--- config.mk ---
export PLATFORM = sky130hd
export DESIGN_NAME = serial_bank_switch_mapper
export DESIGN_NICKNAME = d
export VERILOG_FILES = /design/src/hdl/sbsm_pkg.sv /design/src/hdl/sbsm_in_stage.sv /design/src/hdl/sbsm_core.sv /design/src/hdl/sbsm_out_stage.sv /design/src/hdl/serial_bank_switch_mapper.sv
export VERILOG_INCLUDE_DIRS = /design/src /design/src/hdl
export SDC_FILE = /design/constraint.sdc
export NUM_CORES = 1
export LEC_CHECK = 0
export ABC_CLOCK_PERIOD_IN_PS = 2800
export BUFFER_PORTS_ARGS = -buffer_cell sky130_fd_sc_hd__buf_2
export CAP_MARGIN = 5
export CORE_MARGIN = 1.5
export CORE_UTILIZATION = 49
export CTS_CLUSTER_DIAMETER = 150
export DETAILED_ROUTE_END_ITERATION = 12
export PLACE_DENSITY = 0.84
export SYNTH_ARGS = -nofsm -noshare
export SYNTH_HDL_FRONTEND = slang
export SYNTH_SLANG_ARGS = --single-unit
--- constraint.sdc ---
create_clock -name aclk -period 2.8 [get_ports aclk]
set_clock_uncertainty 0.05 [all_clocks]
set_input_delay 0.28 -clock aclk [delete_from_list [all_inputs] [get_ports aclk]]
set_output_delay 0.28 -clock aclk [all_outputs]
set_load 0.005 [all_outputs]
--- src/hdl/serial_bank_switch_mapper_defines.svh ---
// ----------------------------------------------------------------------------
// serial_bank_switch_mapper_defines
// Assertion macros for the serial bank-switch mapper.
// Clock aclk and reset aresetn are taken from the module that uses them.
// ----------------------------------------------------------------------------
`ifndef SERIAL_BANK_SWITCH_MAPPER_DEFINES_SVH
`define SERIAL_BANK_SWITCH_MAPPER_DEFINES_SVH

// Same-cycle implication.
`define SBSM_ASSERT_NOW(label, ante, cons) \
    label: assert property (@(posedge aclk) disable iff (!aresetn) (ante) |-> (cons)) \
        else $error("sbsm: same-cycle check failed");

// Next-cycle implication.
`define SBSM_ASSERT_NEXT(label, ante, cons) \
    label: assert property (@(posedge aclk) disable iff (!aresetn) (ante) |=> (cons)) \
        else $error("sbsm: next-cycle check failed");

`endif

--- src/hdl/sbsm_pkg.sv ---
// ----------------------------------------------------------------------------
// sbsm_pkg
// Types and constants shared by the serial bank-switch mapper modules.
// ----------------------------------------------------------------------------
package sbsm_pkg;

    typedef enum logic {
        OP_BUS_WRITE = 1'b0,
        OP_INSN_DONE = 1'b1
    } sbsm_op_t;

    localparam int LAST_PRG_BANK = 15;

    typedef struct packed {
        sbsm_op_t    op;
        logic [15:0] address;
        logic [7:0]  value;
    } sbsm_item_t;

    typedef struct packed {
        logic [17:0] prg_offset_low;
        logic [17:0] prg_offset_high;
        logic [4:0]  control_value;
        logic [4:0]  chr_bank_low;
        logic [4:0]  chr_bank_high;
        logic [4:0]  prg_bank;
    } sbsm_result_t;

endpackage

--- src/hdl/sbsm_in_stage.sv ---
// ----------------------------------------------------------------------------
// sbsm_in_stage
// Input request register with valid/ready handshake.
// ----------------------------------------------------------------------------
module sbsm_in_stage
    import sbsm_pkg::*;
(
    input  logic       aclk,
    input  logic       aresetn,
    input  logic       s_valid,
    output logic       s_ready,
    input  sbsm_item_t s_item,
    input  logic       take,
    output logic       item_valid,
    output sbsm_item_t item
);

    logic       valid_reg;
    logic       valid_next;
    sbsm_item_t item_reg;

    assign s_ready    = !valid_reg || take;
    assign valid_next = (s_valid && s_ready) || (valid_reg && !take);

    always_ff @(posedge aclk) begin
        if (!aresetn) begin
            valid_reg <= 1'b0;
        end else begin
            valid_reg <= valid_next;
        end
        if (s_valid && s_ready) begin
            item_reg <= s_item;
        end
    end

    assign item_valid = valid_reg;
    assign item       = item_reg;

endmodule

--- src/hdl/sbsm_core.sv ---
// ----------------------------------------------------------------------------
// sbsm_core
// Serial shift register, bank registers and PRG offset update.
// ----------------------------------------------------------------------------
`include "serial_bank_switch_mapper_defines.svh"

module sbsm_core
    import sbsm_pkg::*;
(
    input  logic         aclk,
    input  logic         aresetn,
    input  logic         adv,
    input  sbsm_item_t   item,
    output sbsm_result_t result
);

    localparam logic [4:0]  SHIFT_EMPTY      = 5'h10;
    localparam logic [4:0]  CONTROL_RESET    = 5'h06;
    localparam logic [2:0]  BITS_PER_LOAD    = 3'd5;
    localparam logic [15:0] ADDR_CHR_LOW     = 16'hA000;
    localparam logic [15:0] ADDR_CHR_HIGH    = 16'hC000;
    localparam logic [15:0] ADDR_PRG         = 16'hE000;
    localparam logic [17:0] BANK_BYTES       = 18'h04000;
    localparam logic [17:0] LAST_BANK_OFFSET = 18'(LAST_PRG_BANK * 16'h4000);

    localparam logic [1:0] MODE_32K_A        = 2'd0;
    localparam logic [1:0] MODE_32K_B        = 2'd1;
    localparam logic [1:0] MODE_FIXED_FIRST  = 2'd2;

    logic [4:0]  shift_value_reg, shift_value_next;
    logic [2:0]  bit_count_reg, bit_count_next;
    logic        write_blocked_reg, write_blocked_next;
    logic [4:0]  control_reg, control_next;
    logic [4:0]  chr_low_reg, chr_low_next;
    logic [4:0]  chr_high_reg, chr_high_next;
    logic [4:0]  prg_reg, prg_next;
    logic [17:0] offset_low_reg, offset_low_next;
    logic [17:0] offset_high_reg, offset_high_next;

    logic [4:0] shifted;
    logic [2:0] count_inc;
    logic       map_load;

    assign shifted   = {item.value[0], shift_value_reg[4:1]};
    assign count_inc = bit_count_reg + 3'd1;

    always_comb begin
        shift_value_next   = shift_value_reg;
        bit_count_next     = bit_count_reg;
        write_blocked_next = write_blocked_reg;
        control_next       = control_reg;
        chr_low_next       = chr_low_reg;
        chr_high_next      = chr_high_reg;
        prg_next           = prg_reg;
        map_load           = 1'b0;
        if (adv) begin
            if (item.op == OP_INSN_DONE) begin
                write_blocked_next = 1'b0;
            end else if (!write_blocked_reg) begin
                write_blocked_next = 1'b1;
                if (item.value[7]) begin
                    shift_value_next = SHIFT_EMPTY;
                    bit_count_next   = 3'd0;
                end else if (count_inc == BITS_PER_LOAD) begin
                    if (item.address < ADDR_CHR_LOW) begin
                        control_next = shifted;
                        map_load     = 1'b1;
                    end else if (item.address < ADDR_CHR_HIGH) begin
                        chr_low_next = shifted;
                    end else if (item.address < ADDR_PRG) begin
                        chr_high_next = shifted;
                    end else begin
                        prg_next = shifted;
                        map_load = 1'b1;
                    end
                    shift_value_next = SHIFT_EMPTY;
                    bit_count_next   = 3'd0;
                end else begin
                    shift_value_next = shifted;
                    bit_count_next   = count_inc;
                end
            end
        end
    end

    // PRG offsets from the updated control and PRG registers
    always_comb begin
        offset_low_next  = offset_low_reg;
        offset_high_next = offset_high_reg;
        if (map_load) begin
            case (control_next[3:2])
                MODE_32K_A, MODE_32K_B: begin
                    offset_low_next  = {prg_next[3:1], 1'b0, 14'd0};
                    offset_high_next = {prg_next[3:1], 1'b0, 14'd0} + BANK_BYTES;
                end
                MODE_FIXED_FIRST: begin
                    offset_low_next  = 18'd0;
                    offset_high_next = {prg_next[3:0], 14'd0};
                end
                default: begin
                    offset_low_next  = {prg_next[3:0], 14'd0};
                    offset_high_next = LAST_BANK_OFFSET;
                end
            endcase
        end
    end

    always_ff @(posedge aclk) begin
        if (!aresetn) begin
            shift_value_reg   <= SHIFT_EMPTY;
            bit_count_reg     <= 3'd0;
            write_blocked_reg <= 1'b0;
            control_reg       <= CONTROL_RESET;
            chr_low_reg       <= 5'd0;
            chr_high_reg      <= 5'd0;
            prg_reg           <= 5'd0;
            offset_low_reg    <= 18'd0;
            offset_high_reg   <= LAST_BANK_OFFSET;
        end else begin
            shift_value_reg   <= shift_value_next;
            bit_count_reg     <= bit_count_next;
            write_blocked_reg <= write_blocked_next;
            control_reg       <= control_next;
            chr_low_reg       <= chr_low_next;
            chr_high_reg      <= chr_high_next;
            prg_reg           <= prg_next;
            offset_low_reg    <= offset_low_next;
            offset_high_reg   <= offset_high_next;
        end
    end

    assign result.prg_offset_low  = offset_low_next;
    assign result.prg_offset_high = offset_high_next;
    assign result.control_value   = control_next;
    assign result.chr_bank_low    = chr_low_next;
    assign result.chr_bank_high   = chr_high_next;
    assign result.prg_bank        = prg_next;

    `SBSM_ASSERT_NOW(a_count_range, 1'b1, bit_count_reg < BITS_PER_LOAD)
    `SBSM_ASSERT_NOW(a_empty_shift, bit_count_reg == 3'd0, shift_value_reg == SHIFT_EMPTY)
    `SBSM_ASSERT_NEXT(a_unblock, adv && item.op == OP_INSN_DONE, !write_blocked_reg)
    `SBSM_ASSERT_NEXT(a_hold_banks, !adv, $stable(control_reg) && $stable(prg_reg))
    `SBSM_ASSERT_NEXT(a_hold_count, !adv, $stable(bit_count_reg))

endmodule

--- src/hdl/sbsm_out_stage.sv ---
// ----------------------------------------------------------------------------
// sbsm_out_stage
// Result register with valid/ready handshake.
// ----------------------------------------------------------------------------
module sbsm_out_stage
    import sbsm_pkg::*;
(
    input  logic         aclk,
    input  logic         aresetn,
    input  logic         item_valid,
    input  sbsm_result_t result,
    output logic         take,
    output logic         m_valid,
    input  logic         m_ready,
    output sbsm_result_t m_result
);

    logic         valid_reg;
    logic         valid_next;
    sbsm_result_t result_reg;

    assign take       = item_valid && (!valid_reg || m_ready);
    assign valid_next = take || (valid_reg && !m_ready);

    always_ff @(posedge aclk) begin
        if (!aresetn) begin
            valid_reg <= 1'b0;
        end else begin
            valid_reg <= valid_next;
        end
        if (take) begin
            result_reg <= result;
        end
    end

    assign m_valid  = valid_reg;
    assign m_result = result_reg;

endmodule

--- src/hdl/serial_bank_switch_mapper.sv ---
// Path: an accepted request is held in the input register, then its result in the result register.
// Throughput: one request per cycle while m_ready does not hold the result register; mapper state
// is updated as a request moves into the result register, so the next request sees the new state.
// Reset: synchronous, active low; empty pipeline, shift register empty, control 0x06,
// bank registers zero, high PRG offset on the last bank.
// ----------------------------------------------------------------------------
// serial_bank_switch_mapper
// Serially loaded bank-switch register file of a cartridge mapper.
// ----------------------------------------------------------------------------
module serial_bank_switch_mapper
    import sbsm_pkg::*;
(
    input  logic        aclk,
    input  logic        aresetn,
    input  logic        s_valid,
    output logic        s_ready,
    input  logic        s_op,
    input  logic [15:0] s_address,
    input  logic [7:0]  s_value,
    output logic        m_valid,
    input  logic        m_ready,
    output logic [17:0] m_prg_offset_low,
    output logic [17:0] m_prg_offset_high,
    output logic [4:0]  m_control_value,
    output logic [4:0]  m_chr_bank_low,
    output logic [4:0]  m_chr_bank_high,
    output logic [4:0]  m_prg_bank
);

    sbsm_item_t   s_item;
    sbsm_item_t   item;
    logic         item_valid;
    logic         take;
    sbsm_result_t result;
    sbsm_result_t m_result;

    assign s_item.op      = sbsm_op_t'(s_op);
    assign s_item.address = s_address;
    assign s_item.value   = s_value;

    sbsm_in_stage u_in (
        .aclk       (aclk),
        .aresetn    (aresetn),
        .s_valid    (s_valid),
        .s_ready    (s_ready),
        .s_item     (s_item),
        .take       (take),
        .item_valid (item_valid),
        .item       (item)
    );

    sbsm_core u_core (
        .aclk    (aclk),
        .aresetn (aresetn),
        .adv     (take),
        .item    (item),
        .result  (result)
    );

    sbsm_out_stage u_out (
        .aclk       (aclk),
        .aresetn    (aresetn),
        .item_valid (item_valid),
        .result     (result),
        .take       (take),
        .m_valid    (m_valid),
        .m_ready    (m_ready),
        .m_result   (m_result)
    );

    assign m_prg_offset_low  = m_result.prg_offset_low;
    assign m_prg_offset_high = m_result.prg_offset_high;
    assign m_control_value   = m_result.control_value;
    assign m_chr_bank_low    = m_result.chr_bank_low;
    assign m_chr_bank_high   = m_result.chr_bank_high;
    assign m_prg_bank        = m_result.prg_bank;

endmodule
==> summary.txt <==
Clock network
  – Post-CTS setup buffers: 0
  – CTS tree: built
  – Clock root cell: clkbuf_8
  – Max clock buf depth: 2
  – Reg clk slew, reported paths: 0.06 ns
  – Clock latency on the worst-skew pair: 0.50 ns
  – Post-CTS Resized: 0
  – CTS H-tree depth: 4
  – CTS Hold Bufs: 7
  – Clock sink count: 128
  – Total CTS buffers: 17

Timing
  – Crit share post-route: 89.4%
  – RSZ-0062 raised after global routing: false
  – Maximum clock rate: 400 MHz
  – Period minus WS final: around 2.5 ns
  – Max-slew violations: 0
  – Final hold vios: 0
  – Worst-margin pin slew: 0.596 ns
  – Total negative slack: 0 ns
  – Number of setup violations in the final report: 0
  – Max_slew headroom: 59.1%

Drt
  – Iter 0 DRT Violations: between 100 and 150
  – Vias per inst: slightly above 5
  – DRT Pass-1 Iters: 4
  – Drt wl/cell: 14.2 um
  – Residual DRC: 0
  – WL final: 7770 um
  – Routed Antenna Nets: 0
  – Routed vias: around 2800

Synth
  – Dominant cell type by area after synthesis: edfxtp_1
  – Avg Cell Area, Syn: approximately 13 um^2
  – Synth Instances: 346
  – Synth area leaders: edfxtp_1 (41%), dfxtp_1 (29%), and2_1 (6.1%), and3_1 (4.4%), mux2_2 (3.9%)
  – Number of synthesized flops with an enable pin: 62
  – Syn. warnings: 0
  – Post-synth top area share: 40.5%
  – Yosys reg bits: 128
  – Netlist cell types: 34
  – Post-Syn Area: 4590 um^2
  – Post-synth ARST share: 0%
  – Register area share after synthesis: around 69%
  – Synth Flop Type: dfxtp_1
  – Mapped Nets: 377

Floorplan
  – Die area: 9960 um^2
  – Boundary Pins: 87
  – Die Wd: 99.8 um
  – Rows: 35
  – Initial core utilization: 50.2%
  – Die height: 99.8 um
  – Core area: 9150 um^2

Global routing
  – GRT Util Overall: 16.8%
  – Vias in the first global route: 2726
  – First-pass GRT wire length: ~13000 um
  – Global route total overflow: 0
  – Largest net degree at the start of global routing: 53
  – Initial antenna violation count: 0

Critical path
  – Crit-path slowest cell: mux2i_2
  – Worst r2r dst: u_out.m_result[34]$_DFFE_PP_
  – Largest stage delay on the critical path: 0.48 ns
  – Crit Path Class: flop to flop
  – Critical Path AT: 2.66 ns
  – R2r startpoint: u_core.bit_count_reg[0]$_SDFFE_PN0P_
  – Setup crit end kind: flop
  – Critical Path Fanout Max: 8
  – R2r worst-path depth: 6
  – Worst Setup Start Kind: flop
  – Crit path cell chain: ha_1, xor2_1, and2_1, and3_1, mux2i_2, a31oi_1
  – CP top delay family: simple AND/OR/NAND/NOR gates
  – Combined buffer and inverter count along the critical path: 0
  – Reg2Reg Setup Slack: 0.30 ns
  – Crit path required time: roughly 3.0 ns

Power and ir drop
  – PD cells: 757 nW/um^2
  – Worst vdd ir: 0.460 mV
  – LEAKAGE: approximately 2.3 nW

Layout
  – # diodes: 0
  – Share of cells above drive strength 1: 29.5%
  – Multi-input logic area: 1310 um^2
  – Nets: 456
  – Max reg flops: between 50 and 60
  – Final core occ: 62.3%
  – Synthesis-to-layout area growth: 24.1%
  – Storage element area: 3180 um^2
  – # fillers: 668

Hold path
  – Hold Path Class: input port to flop
  – Hold Path Sink: u_out.m_valid$_SDFF_PN0_
  – Hold path start: m_ready
  – Hold path cells: 4

Job
  – Max_cap viols: 0

Run status
  – Status: finished, final reports clean

Place
  – Post-detail-place hpwl: 4920 um
  – Routability cong.: 0.824
  – Number of port buffers: 67
==> worst max-delay path by stage <==
| stage | depth (start not counted) | from | slack [ns] | endpoint |
|---|---|---|---|---|
| 3_3_place_gp | 6 | u_core.bit_count_reg[0]$_SDFFE_PN0P_ | 0.41 | u_out.m_result[35]$_DFFE_PP_ |
| 5_1_grt | 6 | u_core.bit_count_reg[0]$_SDFFE_PN0P_ | 0.11 | u_out.m_result[35]$_DFFE_PP_ |
| 3_5_place_dp | 6 | u_core.bit_count_reg[0]$_SDFFE_PN0P_ | 0.34 | u_out.m_result[34]$_DFFE_PP_ |
| 6_report | 6 | u_core.bit_count_reg[0]$_SDFFE_PN0P_ | 0.30 | u_out.m_result[34]$_DFFE_PP_ |
| 4_1_cts | 6 | u_core.bit_count_reg[0]$_SDFFE_PN0P_ | 0.31 | u_out.m_result[34]$_DFFE_PP_ |
| 2_1_floorplan | 5 | u_out.m_valid$_SDFF_PN0_ | 0.03 | u_core.shift_value_reg[4]$_SDFFE_PN1P_ |
==> through the flow <==
stage | worst slack (ns) | cells | power, W | instance area [um^2] | hold WS, ns
2_1_floorplan | 0.0269 | 346 | 0.00211 | 4590 | 0.329
3_3_place_gp | 0.405 | 510 | 0.00216 | 5030 | 0.406
3_5_place_dp | 0.341 | 510 | 0.00216 | 5030 | 0.409
4_1_cts | 0.310 | 549 | 0.00435 | 5700 | 0.0262
5_1_grt | 0.109 | 549 | 0.00446 | 5700 | 0.110
6_report | 0.298 | 549 | 0.00431 | 5700 | 0.0510
==> worst register-to-register path, delay by kind of cell (launching register included) <==
family | cells | cell delay (ns)
xor+xnor | 1 | 0.19
flops | 1 | 0.37
mux | 1 | 0.49
fa+ha+maj | 1 | 0.22
simple gates | 2 | 0.71
compound gates | 1 | 0.18
==> routing by layer <==
layer  part of all wire, %  routed length, um  vias to the layer above  track usage (%)
met5                     0                  0                        -                0
met4                   1.3                104                        0             6.50
met3                   3.5                272                        8             4.87
met2                    52               4020                       63             28.5
met1                    43               3370                     1355             20.3
li1                      -                  -                     1382                -
==> cell usage in the layout, fill, tap and decap left out, types with 2 or more instances in the layout <==
cell type / count
clkbuf_16: 16
inv_6: 2
a31oi_1: 4
clkbuf_8: 3
xor2_1: 2
nor4_4: 2
nand3_1: 8
o21ai_0: 3
nor3_4: 2
buf_2: 67
a21oi_1: 7
edfxtp_1: 62
nand2_1: 18
or2_2: 2
mux2i_1: 4
o31ai_1: 8
bufinv_16: 3
nor3_1: 6
clkinvlp_4: 5
nor2_1: 16
dlygate4sd3_1: 7
nand2b_1: 3
ha_1: 2
inv_1: 6
buf_4: 4
mux2_2: 16
and2_1: 44
and3_1: 32
a41oi_1: 4
dfxtp_1: 66
==> power breakdown <==
| part | switching [W] | internal [W] | leakage, nW |
|---|---|---|---|
| Clock | 0.000775 | 0.00141 | 0.280 |
| Sequential | 0.0000212 | 0.00200 | 1.08 |
| Combinational | 0.0000657 | 0.0000443 | 0.935 |
==> final cells by class <==
type,count,share of cell area [%]
Sequential cell,128,55.8
Multi-Input combinational cell,193,23.0
Clock buffer,20,7.81
Timing Repair Buffer,78,7.64
Clock inverter,12,2.79
Tap cell,111,2.44
Inverter,7,0.461
==> cells in the mapped netlist, types with 3 or more instances <==
cell type	instances
inv_1	6
and2_1	45
a21oi_1	7
nand2b_1	3
a41oi_1	4
mux2_2	16
edfxtp_1	62
a31oi_1	4
nand3_1	9
and3_1	32
nor3_1	6
mux2i_1	4
o31ai_1	8
nand2_1	18
dfxtp_1	66
o21ai_0	3
nor2_1	16
clkbuf_1	15
==> kinds of logic (layout without fill, tap and decap cells) <==
logic type	count (synthesis)	count (layout)	synth area share, %
multiplexers	22	22	5.42
AND/OR/NAND/NOR	140	140	18.2
adder cells (fa/ha/maj)	2	2	0.545
buffers and inverters	25	117	2.26
AO/OA/AOI/OAI	27	27	3.87
flip-flops	128	128	69.3
XOR/XNOR	2	2	0.381
Note: power is estimated with default switching activity, not from simulation.
